## src/rtl/core/fir_pkg.sv

```systemverilog
package fir_pkg;

    localparam int MAX_TAPS_DEF = 32;

    localparam int ACTION_W  = 2;
    localparam int INDEX_W   = 5;
    localparam int VALUE_W   = 16;
    localparam int TAPS_W    = 6;
    localparam int FRAC_BITS = 15;
    localparam int PROD_W    = 2 * VALUE_W;

    localparam logic [TAPS_W-1:0] TAP_COUNT_RST = TAPS_W'(32);

    // action codes
    localparam logic [ACTION_W-1:0] ACT_LOAD   = 2'd0;
    localparam logic [ACTION_W-1:0] ACT_SAMPLE = 2'd1;
    localparam logic [ACTION_W-1:0] ACT_CLEAR  = 2'd2;

    typedef enum logic [1:0] {
        ST_IDLE,
        ST_RUN,
        ST_DRAIN,
        ST_FINISH
    } t_state;

endpackage

```

## src/rtl/core/fir_if.sv

```systemverilog
interface fir_in_if;
    logic                             valid;
    logic                             ready;
    logic [fir_pkg::ACTION_W-1:0]     action;
    logic [fir_pkg::INDEX_W-1:0]      coeff_index;
    logic signed [fir_pkg::VALUE_W-1:0] value;
    logic                             block_end;

    modport source (output valid, action, coeff_index, value, block_end, input ready);
    modport sink   (input valid, action, coeff_index, value, block_end, output ready);
endinterface

interface fir_out_if;
    logic                               valid;
    logic                               ready;
    logic signed [fir_pkg::VALUE_W-1:0] filtered;
    logic                               saturated;

    modport source (output valid, filtered, saturated, input ready);
    modport sink   (input valid, filtered, saturated, output ready);
endinterface

interface fir_cfg_if;
    logic                        valid;
    logic                        ready;
    logic [fir_pkg::TAPS_W-1:0]  tap_count;

    modport source (output valid, tap_count, input ready);
    modport sink   (input valid, tap_count, output ready);
endinterface

```

## src/rtl/core/fir_filter.sv

```systemverilog
// Channel   Dir  Payload                                   Transaction
// i_in      in   action, coeff_index, value, block_end     valid & ready
// o_out     out  filtered, saturated                       valid & ready
// i_cfg     in   tap_count                                 valid & ready (ready held high)
//
// A coefficient load, a history clear, or a sample that gives no result completes as it is taken.
// A sample that gives a result is worked out over the n taps in use: one shared 16x16
// multiply-accumulate walks the taps, one history/coefficient read per cycle, followed
// by the drain of its pipeline and one rounding step.
// Reset (synchronous, active low) clears the coefficient valid bits and the fill count,
// and returns tap_count to 32.
// The history memory needs no clearing; the fill count guards every read of it.
// A result waits in the output register; the next transaction is taken meanwhile, but the
// rounding step holds until the output register is free.
module fir_filter #(
    parameter int MAX_TAPS = fir_pkg::MAX_TAPS_DEF
) (
    input  logic            i_clk,
    input  logic            i_rst_n,
    fir_in_if.sink          i_in,
    fir_out_if.source       o_out,
    fir_cfg_if.sink         i_cfg
);

    localparam int AW     = (MAX_TAPS > 1) ? $clog2(MAX_TAPS) : 1;
    localparam int CW     = $clog2(MAX_TAPS + 1);
    localparam int NW     = (CW > fir_pkg::TAPS_W) ? CW : fir_pkg::TAPS_W;
    localparam int ACC_W  = fir_pkg::PROD_W + AW;
    localparam int VW     = fir_pkg::VALUE_W;
    localparam int IW     = fir_pkg::INDEX_W;

    localparam logic signed [ACC_W-1:0] SAT_HI = ACC_W'(32767);
    localparam logic signed [ACC_W-1:0] SAT_LO = -ACC_W'(32768);
    localparam logic signed [ACC_W-1:0] RND    = ACC_W'(1 << (fir_pkg::FRAC_BITS - 1));

    // Storage
    logic signed [VW-1:0] coef_mem [MAX_TAPS];
    logic signed [VW-1:0] hist_mem [MAX_TAPS];
    logic [MAX_TAPS-1:0]  r_coef_vld;

    // Control
    fir_pkg::t_state r_state, n_state;
    logic [fir_pkg::TAPS_W-1:0] r_tap;
    logic [CW-1:0]  r_fill;
    logic [AW-1:0]  r_wp;
    logic [CW-1:0]  r_n;
    logic [AW-1:0]  r_rd_addr;
    logic [CW-1:0]  r_rd_cnt;
    logic           r_p1_v;
    logic           r_p2_v;

    // Datapath
    logic signed [VW-1:0]     r_hist_q;
    logic signed [VW-1:0]     r_coef_q;
    logic                     r_coef_ok;
    logic signed [fir_pkg::PROD_W-1:0] r_prod;
    logic signed [ACC_W-1:0]  r_acc;
    logic                     r_out_valid;
    logic signed [VW-1:0]     r_filtered;
    logic                     r_sat;

    // Decoded signals
    logic           in_rdy;
    logic           rd_en;
    logic           fin_en;
    logic           in_acc;
    logic           out_free;
    logic [NW-1:0]  tap_w;
    logic [CW-1:0]  n_use;
    logic [CW-1:0]  nm1;
    logic [CW-1:0]  fill_inc;
    logic           produce;
    logic [AW:0]    start_sum;
    logic [AW-1:0]  start_addr;
    logic [AW+IW-1:0] cidx_w;
    logic [AW-1:0]  coef_waddr;
    logic           coef_in_range;
    logic signed [VW-1:0]     coef_eff;
    logic signed [ACC_W-1:0]  rnd_sum;
    logic signed [ACC_W-1:0]  rnd_sh;

    assign in_acc   = i_in.valid && in_rdy;
    assign out_free = !r_out_valid || o_out.ready;

    // Clamp the tap count to 1 .. MAX_TAPS
    always_comb begin
        tap_w = NW'(r_tap);
        if (tap_w == '0) begin
            n_use = CW'(1);
        end else if (tap_w > NW'(MAX_TAPS)) begin
            n_use = CW'(MAX_TAPS);
        end else begin
            n_use = CW'(tap_w);
        end
    end

    assign nm1      = n_use - CW'(1);
    assign fill_inc = (r_fill < CW'(MAX_TAPS)) ? (r_fill + CW'(1)) : r_fill;
    assign produce  = (fill_inc >= n_use);

    // Oldest sample of the window: newest slot minus (n - 1), wrapped
    always_comb begin
        start_sum = (AW+1)'(r_wp) + (AW+1)'(MAX_TAPS) - (AW+1)'(nm1);
        if (start_sum >= (AW+1)'(MAX_TAPS)) begin
            start_addr = AW'(start_sum - (AW+1)'(MAX_TAPS));
        end else begin
            start_addr = AW'(start_sum);
        end
    end

    assign cidx_w        = (AW+IW)'(i_in.coeff_index);
    assign coef_waddr    = cidx_w[AW-1:0];
    assign coef_in_range = (cidx_w < (AW+IW)'(MAX_TAPS));

    // Next state
    always_comb begin
        n_state = r_state;
        unique case (r_state)
            fir_pkg::ST_IDLE: begin
                if (in_acc && i_in.action == fir_pkg::ACT_SAMPLE && produce) begin
                    n_state = fir_pkg::ST_RUN;
                end
            end
            fir_pkg::ST_RUN: begin
                if (r_rd_cnt + CW'(1) >= r_n) begin
                    n_state = fir_pkg::ST_DRAIN;
                end
            end
            fir_pkg::ST_DRAIN: begin
                if (!r_p1_v && !r_p2_v) begin
                    n_state = fir_pkg::ST_FINISH;
                end
            end
            fir_pkg::ST_FINISH: begin
                if (out_free) begin
                    n_state = fir_pkg::ST_IDLE;
                end
            end
            default: n_state = fir_pkg::ST_IDLE;
        endcase
    end

    // State outputs
    always_comb begin
        in_rdy = 1'b0;
        rd_en  = 1'b0;
        fin_en = 1'b0;
        unique case (r_state)
            fir_pkg::ST_IDLE:   in_rdy = 1'b1;
            fir_pkg::ST_RUN:    rd_en  = (r_rd_cnt < r_n);
            fir_pkg::ST_DRAIN:  ;
            fir_pkg::ST_FINISH: fin_en = out_free;
            default:            ;
        endcase
    end

    always_ff @(posedge i_clk) begin
        if (!i_rst_n) begin
            r_state <= fir_pkg::ST_IDLE;
        end else begin
            r_state <= n_state;
        end
    end

    // Tap count register
    always_ff @(posedge i_clk) begin
        if (!i_rst_n) begin
            r_tap <= fir_pkg::TAP_COUNT_RST;
        end else if (i_cfg.valid) begin
            r_tap <= i_cfg.tap_count;
        end
    end

    // Fill count, write pointer and window set-up
    always_ff @(posedge i_clk) begin
        if (!i_rst_n) begin
            r_fill    <= '0;
            r_wp      <= '0;
            r_n       <= CW'(1);
            r_rd_addr <= '0;
            r_rd_cnt  <= '0;
        end else begin
            if (in_acc) begin
                case (i_in.action)
                    fir_pkg::ACT_CLEAR: r_fill <= '0;
                    fir_pkg::ACT_SAMPLE: begin
                        // block end drops the history once this sample is in the window
                        r_fill    <= i_in.block_end ? '0 : fill_inc;
                        r_wp      <= (r_wp == AW'(MAX_TAPS - 1)) ? '0 : (r_wp + AW'(1));
                        r_n       <= n_use;
                        r_rd_addr <= start_addr;
                        r_rd_cnt  <= '0;
                    end
                    default: ;
                endcase
            end
            if (rd_en) begin
                r_rd_addr <= (r_rd_addr == AW'(MAX_TAPS - 1)) ? '0 : (r_rd_addr + AW'(1));
                r_rd_cnt  <= r_rd_cnt + CW'(1);
            end
        end
    end

    // History memory: newest sample at the slot the write pointer held
    always_ff @(posedge i_clk) begin
        if (in_acc && i_in.action == fir_pkg::ACT_SAMPLE) begin
            hist_mem[r_wp] <= i_in.value;
        end
        if (rd_en) begin
            r_hist_q <= hist_mem[r_rd_addr];
        end
    end

    // Coefficient memory
    always_ff @(posedge i_clk) begin
        if (in_acc && i_in.action == fir_pkg::ACT_LOAD && coef_in_range) begin
            coef_mem[coef_waddr] <= i_in.value;
        end
        if (rd_en) begin
            r_coef_q  <= coef_mem[r_rd_cnt[AW-1:0]];
            r_coef_ok <= r_coef_vld[r_rd_cnt[AW-1:0]];
        end
    end

    always_ff @(posedge i_clk) begin
        if (!i_rst_n) begin
            r_coef_vld <= '0;
        end else if (in_acc && i_in.action == fir_pkg::ACT_LOAD && coef_in_range) begin
            r_coef_vld[coef_waddr] <= 1'b1;
        end
    end

    // Shared multiply-accumulate
    assign coef_eff = r_coef_ok ? r_coef_q : '0;

    always_ff @(posedge i_clk) begin
        if (!i_rst_n) begin
            r_p1_v <= 1'b0;
            r_p2_v <= 1'b0;
        end else begin
            r_p1_v <= rd_en;
            r_p2_v <= r_p1_v;
        end
    end

    always_ff @(posedge i_clk) begin
        if (r_p1_v) begin
            r_prod <= r_hist_q * coef_eff;
        end
        if (in_acc) begin
            r_acc <= '0;
        end else if (r_p2_v) begin
            r_acc <= r_acc + ACC_W'(r_prod);
        end
    end

    // Round half up, then clip to 16 bits
    assign rnd_sum = r_acc + RND;
    assign rnd_sh  = rnd_sum >>> fir_pkg::FRAC_BITS;

    always_ff @(posedge i_clk) begin
        if (fin_en) begin
            if (rnd_sh > SAT_HI) begin
                r_filtered <= VW'(SAT_HI);
                r_sat      <= 1'b1;
            end else if (rnd_sh < SAT_LO) begin
                r_filtered <= VW'(SAT_LO);
                r_sat      <= 1'b1;
            end else begin
                r_filtered <= VW'(rnd_sh);
                r_sat      <= 1'b0;
            end
        end
    end

    always_ff @(posedge i_clk) begin
        if (!i_rst_n) begin
            r_out_valid <= 1'b0;
        end else if (fin_en) begin
            r_out_valid <= 1'b1;
        end else if (o_out.ready) begin
            r_out_valid <= 1'b0;
        end
    end

    assign i_in.ready      = in_rdy;
    assign i_cfg.ready     = 1'b1;
    assign o_out.valid     = r_out_valid;
    assign o_out.filtered  = r_filtered;
    assign o_out.saturated = r_sat;

    a_fill_bound: assert property (@(posedge i_clk) disable iff (!i_rst_n)
        r_fill <= CW'(MAX_TAPS))
        else $error("fill count above depth");

    a_reads_bound: assert property (@(posedge i_clk) disable iff (!i_rst_n)
        r_state == fir_pkg::ST_RUN |-> (r_rd_cnt < r_n && r_n <= CW'(MAX_TAPS)))
        else $error("tap walk overran window");

    a_idle_pipe: assert property (@(posedge i_clk) disable iff (!i_rst_n)
        r_state == fir_pkg::ST_IDLE |-> (!r_p1_v && !r_p2_v))
        else $error("multiply pipeline busy while idle");

    a_finish_out: assert property (@(posedge i_clk) disable iff (!i_rst_n)
        fin_en |=> (r_out_valid && r_state == fir_pkg::ST_IDLE))
        else $error("rounded result not presented");

endmodule

```

## src/flat_wrapper.sv

```systemverilog
// flat-port wrapper written by rule: the top's interface ports become plain ports
module fir_filter_flat 
#(
    parameter int MAX_TAPS = fir_pkg::MAX_TAPS_DEF
)
  (i_clk, i_rst_n, i_in_valid, i_in_action, i_in_coeff_index, i_in_value, i_in_block_end, i_in_ready, o_out_valid, o_out_filtered, o_out_saturated, o_out_ready, i_cfg_valid, i_cfg_tap_count, i_cfg_ready);
  fir_in_if i_in_i ();
  fir_out_if o_out_i ();
  fir_cfg_if i_cfg_i ();
  input  logic i_clk;
  input  logic i_rst_n;
  input wire logic [$bits(i_in_i.valid)-1:0] i_in_valid;
  input wire logic [$bits(i_in_i.action)-1:0] i_in_action;
  input wire logic [$bits(i_in_i.coeff_index)-1:0] i_in_coeff_index;
  input wire logic [$bits(i_in_i.value)-1:0] i_in_value;
  input wire logic [$bits(i_in_i.block_end)-1:0] i_in_block_end;
  output wire logic [$bits(i_in_i.ready)-1:0] i_in_ready;
  output wire logic [$bits(o_out_i.valid)-1:0] o_out_valid;
  output wire logic [$bits(o_out_i.filtered)-1:0] o_out_filtered;
  output wire logic [$bits(o_out_i.saturated)-1:0] o_out_saturated;
  input wire logic [$bits(o_out_i.ready)-1:0] o_out_ready;
  input wire logic [$bits(i_cfg_i.valid)-1:0] i_cfg_valid;
  input wire logic [$bits(i_cfg_i.tap_count)-1:0] i_cfg_tap_count;
  output wire logic [$bits(i_cfg_i.ready)-1:0] i_cfg_ready;
  assign i_in_i.valid = i_in_valid;
  assign i_in_i.action = i_in_action;
  assign i_in_i.coeff_index = i_in_coeff_index;
  assign i_in_i.value = i_in_value;
  assign i_in_i.block_end = i_in_block_end;
  assign i_in_ready = i_in_i.ready;
  assign o_out_valid = o_out_i.valid;
  assign o_out_filtered = o_out_i.filtered;
  assign o_out_saturated = o_out_i.saturated;
  assign o_out_i.ready = o_out_ready;
  assign i_cfg_i.valid = i_cfg_valid;
  assign i_cfg_i.tap_count = i_cfg_tap_count;
  assign i_cfg_ready = i_cfg_i.ready;
  fir_filter #(.MAX_TAPS(MAX_TAPS)) u_core (.i_clk(i_clk), .i_rst_n(i_rst_n), .i_in(i_in_i), .o_out(o_out_i), .i_cfg(i_cfg_i));
endmodule
```

## config.mk

```make
export PLATFORM = sky130hd
export DESIGN_NAME = fir_filter_flat
export DESIGN_NICKNAME = d
export VERILOG_FILES = /design/src/rtl/core/fir_pkg.sv /design/src/rtl/core/fir_if.sv /design/src/rtl/core/fir_filter.sv /design/src/flat_wrapper.sv
export SDC_FILE = /design/constraint.sdc
export NUM_CORES = 2
export LEC_CHECK = 0
export BUFFER_PORTS_ARGS = -buffer_cell sky130_fd_sc_hd__buf_2
export CELL_PAD_IN_SITES_DETAIL_PLACEMENT = 2
export CELL_PAD_IN_SITES_GLOBAL_PLACEMENT = 2
export CORE_ASPECT_RATIO = 0.7
export CORE_MARGIN = 2
export CORE_UTILIZATION = 48
export DETAILED_ROUTE_END_ITERATION = 10
export GPL_ROUTABILITY_DRIVEN = 1
export PLACE_DENSITY_LB_ADDON = 0.1
export SYNTH_ARGS = -nofsm -noshare
export SYNTH_HDL_FRONTEND = slang
export SYNTH_SLANG_ARGS = --single-unit
```

## constraint.sdc

```tcl
create_clock -name i_clk -period 8.5 [get_ports i_clk]
set_input_delay 1.275 -clock i_clk [delete_from_list [all_inputs] [get_ports i_clk]]
set_output_delay 1.275 -clock i_clk [all_outputs]
set_load 0.1 [all_outputs]
```

# Word level (Yosys, flattened, before mapping)
# Memory sizes are Yosys's and may differ from the RTL's. A register that Yosys moved wholly into a read port is not among the register bits.
# Index checks and enable logic that the tools add are counted.
[op_classes]
n_addsub = 10
mul = 1
n_div = 0
order_cmp = 12
eq_ne = 11
shift = 0
muxes = 35
bitwise = 1
reduce_logical = 22
[op_table]
columns = ["operator", "n"]
rows = [
  ["6-bit two-way mux", 7],
  ["37-bit by 16-bit adder with 37-bit output (second input constant)", 1],
  ["37-bit by 32-bit adder with 37-bit output", 1],
  ["16-bit by 16-bit multiplier with 32-bit output", 1],
  ["16-bit two-way mux", 2],
  ["32-bit OR", 1],
  ["5-bit two-way mux", 6],
  ["22-bit by 16-bit greater-than comparator with 1-bit output (second input constant)", 1],
  ["22-bit by 16-bit < comparator with 1-bit output (second input constant)", 1],
  ["5-bit by 6-bit < comparator with 1-bit output (second input constant)", 3],
  ["6-bit by 1-bit adder with 6-bit output (second input constant)", 2],
  ["6-bit >= comparator", 2],
  ["1-bit two-way mux", 12],
  ["6-bit one-hot mux with 2 select lines", 1],
  ["5-bit by 1-bit adder with 5-bit output (second input constant)", 2],
  ["5-bit == test (second input constant)", 2],
  ["2-bit two-way mux", 4],
  ["2-bit by 1-bit inequality test with 1-bit output (second input constant)", 4],
  ["2-bit one-hot mux with 4 select lines", 1],
  ["2-bit nonzero test", 4],
  ["1-bit logical AND", 7],
  ["5-bit by 6-bit adder with 6-bit output (second input constant)", 1],
  ["2-bit == test (second input constant)", 3],
  ["6-bit >= comparator (second input constant)", 1],
  ["other kinds (16)", 22],
]
[totals]
ff_bits = 158
latchBits = 0
ramBits = 1024
mem_bits_ro = 0
in_bits = 35
output_inout_bits = 20
word_cells = 110
mem_count = 2
[memory_table]
columns = ["memory", "depth", "width", "read_ports", "rd_ports_with_merged_regs", "wr", "line_no", "text"]
rows = [
  ["u_core.coef_mem", 32, 16, 1, 1, 1, "fir_filter.sv:37", "logic signed [VW-1:0] coef_mem [MAX_TAPS];"],
  ["u_core.hist_mem", 32, 16, 1, 1, 1, "fir_filter.sv:38", "logic signed [VW-1:0] hist_mem [MAX_TAPS];"],
]

# Logic depth before layout (Yosys ltp)
[depth]
ltp_word = 10
depth_mapped = 25
depth_no_buf = 22

# Worst setup path after synthesis
# OpenSTA, ideal clock, no wires.
[synth_timing]
kind = "reg2reg"
startpoint = "register u_core.r_coef_ok"
endpoint = "register u_core.r_prod[31] in the netlist's numbering (data pin)"
setup_ns = 0.260
arrival_ns = 6.329
required_time_ns = 8.240
path_slack_ns = 1.911
stages_incl_launch_ff = 21
path_buffers = 2
period_less_slack_ns = 6.589
path_cell_list = "edfxtp_1 -> clkbuf_1 -> clkbuf_1 -> nand3_1 -> inv_1 -> fa_1 -> fa_1 -> fa_1 -> fa_1 -> fa_1 -> inv_1 -> fa_1 -> inv_1 -> ha_1 -> a21o_1 -> a21o_1 -> or3_1 -> a2111oi_0 -> o311ai_0 -> a21oi_1 -> xnor2_1"
[synth_between]
elab_chain_len = 2
[synth_lines]
columns = ["item", "line_no", "text"]
rows = [
  ["start, declared", "fir_filter.sv:55", "logic r_coef_ok;"],
  ["start signal, assigned", "fir_filter.sv:221", "r_coef_ok <= r_coef_vld[r_rd_cnt[AW-1:0]];"],
  ["16-bit two-way mux", "fir_filter.sv:234", "assign coef_eff = r_coef_ok ? r_coef_q : '0;"],
  ["16-bit by 16-bit multiplier with 32-bit output", "fir_filter.sv:248", "r_prod <= r_hist_q * coef_eff;"],
  ["end signal, assigned", "fir_filter.sv:248", ""],
  ["end, declared", "fir_filter.sv:56", "logic signed [fir_pkg::PROD_W-1:0] r_prod;"],
]
# Every way passes these cells.
# A chain may end at the register's enable or synchronous reset.

# Final worst setup path
# Same ends and word-level chain as after synthesis.

==> results.tsv <==
stage	metric	value	unit
run_status	outcome	finished, final reports clean	
global_routing	Global Route Usage Sum	0.320	
synthesis	Synth Area per Inst	16.0	um2
finish	Final Core Density	0.539	
synthesis	Mapped Nets	4150	
route	Routed Antenna Nets	0	
route	initial drt markers	4086	
cts	Inserted Clock Buffers	117	
setup_path	worst setup path class	flip-flop to flip-flop	
cts	Clock Tree Buf Depth	3	
placed_design	GPL Wtd Cong	0.848	
floorplanning	IO Count	55	
floorplanning	Core Footprint	0.122	mm2
synthesis	library cells used by synthesis	85	
route	vias per cell	6.42	
placed_design	Setup WS pre-CTS	471	ps
global_routing	first-pass GRT wire length	290	mm
global_routing	initial antenna violation count	18	
hold_path	Hold WC Path Type	flip-flop to flip-flop	
synthesis	Synth Area in Compound Gates	0.0333	
sta	fin crit share	0.932	
sta	Max Slew Vio Count	0	
synthesis	Seq/Total Area, Yosys	0.599	
synthesis	synthesized cell area	0.0591	mm2
sta	Worst slew margin	0.0514	
synthesis	Post-Synth Simple-Gate Area	0.0633	
setup_path	Max stage delay on crit path	790	ps
setup_path	cell mode on critical path	fa_1	
synthesis	yosys warns	0	
cts	Sink Count	1214	
sta	clk_skew	97.2	ps
job	Max-Cap Viols	0	
sta	Max Clk Rate	0.126	GHz
global_routing	remaining global-route overflow	0	
synthesis	synth top area cells	edfxtp_1 56%, mux4_2 13%, fa_1 8.9%	
sta	Least-Margin Pin Slew	1420	ps
synthesis	largest family of logic cells by synthesized area	multiplexers	
route	routed wire length	199	mm
floorplanning	total die area	0.126	mm2
cts	Worst-Skew Late Latency	790	ps
cts	CTS clock-pin slew for the worst setup and hold paths	70	ps
sta	worst setup margin	574	ps
sta	Final setup viols	0	
finish	Area growth syn-to-layout	11.2	%
synthesis	Async SR Flop Fraction	0	
finish	register area	0.0354	mm2
synthesis	post-synth top area share	0.562	
finish	fin cells	5524	
finish	fillers	10800	
synthesis	EDFF count, synth	1106	
floorplanning	Chip Height	298	um
route	routed vias	35500	
synthesis	Cells after Synth	3692	
synthesis	Synth Register Bits	1214	
route	wire per inst	36.1	um
route	# DRC	0	
placed_design	Post-DP HPWL	124	mm
setup_path	Critical Path Slowest Stage Cell	a2111oi_1	
route	drt pass-1 iters	5	
placed_design	Port Buffer Count	53	
synthesis	top cell type by total area after synthesis	edfxtp_1	
sta	Period minus WS final	7930	ps
sta	Final Hold Fails	0	
floorplanning	Starting Density	0.485	
setup_path	Critical Path Source Type	flip-flop	
floorplanning	FP Rows	107	
setup_path	CP cell instances	buf_4, nand2_1, or2_2, fa_1, fa_1, inv_1, fa_1, fa_1, fa_1, inv_1, fa_1, inv_1, ha_1, o21ai_0, a21oi_1, nor2_1, a211oi_1, a2111oi_1, o311ai_0, a21oi_1, xnor2_1	
cts	Clock Tree Root	clkbuf_16	
cts	CTS tree	yes	
global_routing	pin count of the biggest net entering global routing	103	
setup_path	CP endpoint kind	flip-flop	
synthesis	mux share of post-synthesis cell area	0.136	
finish	layout cells sized above 1	0.199	
setup_path	CP Max Fanout	71	
synthesis	Synth Area in Adders	0.123	
placed_design	Inst Count DP	5299	
setup_path	Worst Path Required	8940	ps
synthesis	predominant post-synthesis flop cell	edfxtp_1	
global_routing	vias in the first global route	38600	
synthesis	XOR/XNOR Fraction of Synth Area	0.0120	
finish	multi-input combinational cell area	0.0218	mm2
sta	unrepaired setup endpoints after global routing	no	
finish	Nets	4242	
cts	H-tree levels	3	
floorplanning	die width	423	um
sta	final setup TNS	0	ps
setup_path	WP data arrival	8370	ps
## cell usage after synthesis, types with 10 or more instances
| master | instances |
|---|---|
| and2_1 | 19 |
| xor2_1 | 27 |
| clkbuf_1 | 132 |
| buf_1 | 35 |
| edfxtp_1 | 1106 |
| a21o_1 | 23 |
| o211ai_1 | 12 |
| o21ai_2 | 10 |
| nand2_1 | 197 |
| nor2_1 | 235 |
| nor3_1 | 29 |
| or3_1 | 16 |
| inv_1 | 343 |
| o21ai_0 | 60 |
| dfxtp_1 | 108 |
| fa_1 | 264 |
| nand4_1 | 12 |
| mux4_2 | 330 |
| a211oi_1 | 16 |
| nand2b_1 | 15 |
| mux2i_1 | 22 |
| mux2_2 | 35 |
| ha_1 | 159 |
| nor2b_1 | 12 |
| xnor2_1 | 52 |
| nand3_1 | 48 |
| a21oi_1 | 78 |
| a31oi_1 | 16 |
| and3_1 | 141 |
| o21a_1 | 17 |
## critical path: cells and delay by family (launching register included)
family	cells	cell delay (ps)
buffers and inverters	4	710
XOR/XNOR	1	80
AO/OA/AOI/OAI	6	1710
AND/OR/NAND/NOR	3	1410
adder cells (fa/ha/maj)	7	3280
flip-flops	1	410
## layout by cell type, fill, tap and decap left out, types with 48 or more instances in the layout
master	netlist	final
a21oi_1	78	78
buf_2	0	51
o21ai_0	60	60
and3_1	141	141
mux4_2	330	330
nor2_1	235	199
edfxtp_1	1106	1106
xnor2_1	52	52
nand3_1	48	48
clkbuf_16	0	120
ha_1	159	159
dfxtp_1	108	98
buf_4	1	89
inv_1	343	343
nand2_1	197	197
fa_1	264	264
## final timing paths
check,start,endpoint,slack [ps],depth (start not counted)
worst min register to register,u_core.r_coef_vld[26],u_core.r_coef_vld[26],490,2
worst min-delay path,u_core.r_coef_vld[26],u_core.r_coef_vld[26],490,2
worst max-delay path,u_core.r_coef_ok,u_core.r_prod[31],570,21
worst max register to register,u_core.r_coef_ok,u_core.r_prod[31],570,21
## cell families (layout without fill, tap and decap cells)
kind of cell | after synthesis | after routing
compound gates | 303 | 303
mux | 387 | 387
simple gates | 768 | 768
other cells | 1 | 3
fa+ha+maj | 423 | 423
buf+inv | 516 | 711
xor+xnor | 80 | 80
flops | 1214 | 1214
## routing by layer
metal / up-vias / track usage / routed length [um]
met1: 19200 / 0.443 / 79900
met5: - / 0 / 71
met3: 373 / 0.0478 / 15000
met4: 10 / 0.0986 / 6720
met2: 1864 / 0.528 / 97600
li1: 14000 / - / -
## metrics by stage
step                instance area, um2  hold slack [ps]
global route                     65700              511
floorplan                        59100              435
finish                           65700              489
detailed placement               61500              471
CTS                              65600              496
global placement                 61500              443
## repair_timing
item / CTS / global route
hold endpoints to repair: 0 / 0
endpoints found under the setup margin: 0 / 1
resized for setup: 0 / 1
hold buffers: 0 / 0
buffers inserted: 0 / 0
## flip-flops by register name, summed over array words and instances, names as in the netlist, 2 cells and up
name,cells
u_core.o_out.filtered,16
u_core.r_rd_cnt,6
u_core.r_n,6
u_core.r_rd_addr,5
u_core.r_state,2
u_core.coef_mem,512
u_core.r_fill,6
u_core.r_wp,5
u_core.r_coef_q,16
u_core.r_prod,32
u_core.r_acc,37
u_core.r_tap,6
u_core.hist_mem,512
u_core.r_hist_q,16
u_core.r_coef_vld,32
## layout make-up
type | count | area share
Clock buffer | 155 | 0.0489
Multi-Input combinational cell | 1962 | 0.333
Timing Repair Buffer | 143 | 0.0150
Antenna cell | 2 | 0.0000762
Clock inverter | 67 | 0.0135
Inverter | 346 | 0.0198
Sequential cell | 1214 | 0.539
Tap cell | 1635 | 0.0312
Power is left out: the tool's default activity adds up to more than one toggle a clock period on the data nets, which glitch-free logic cannot reach.
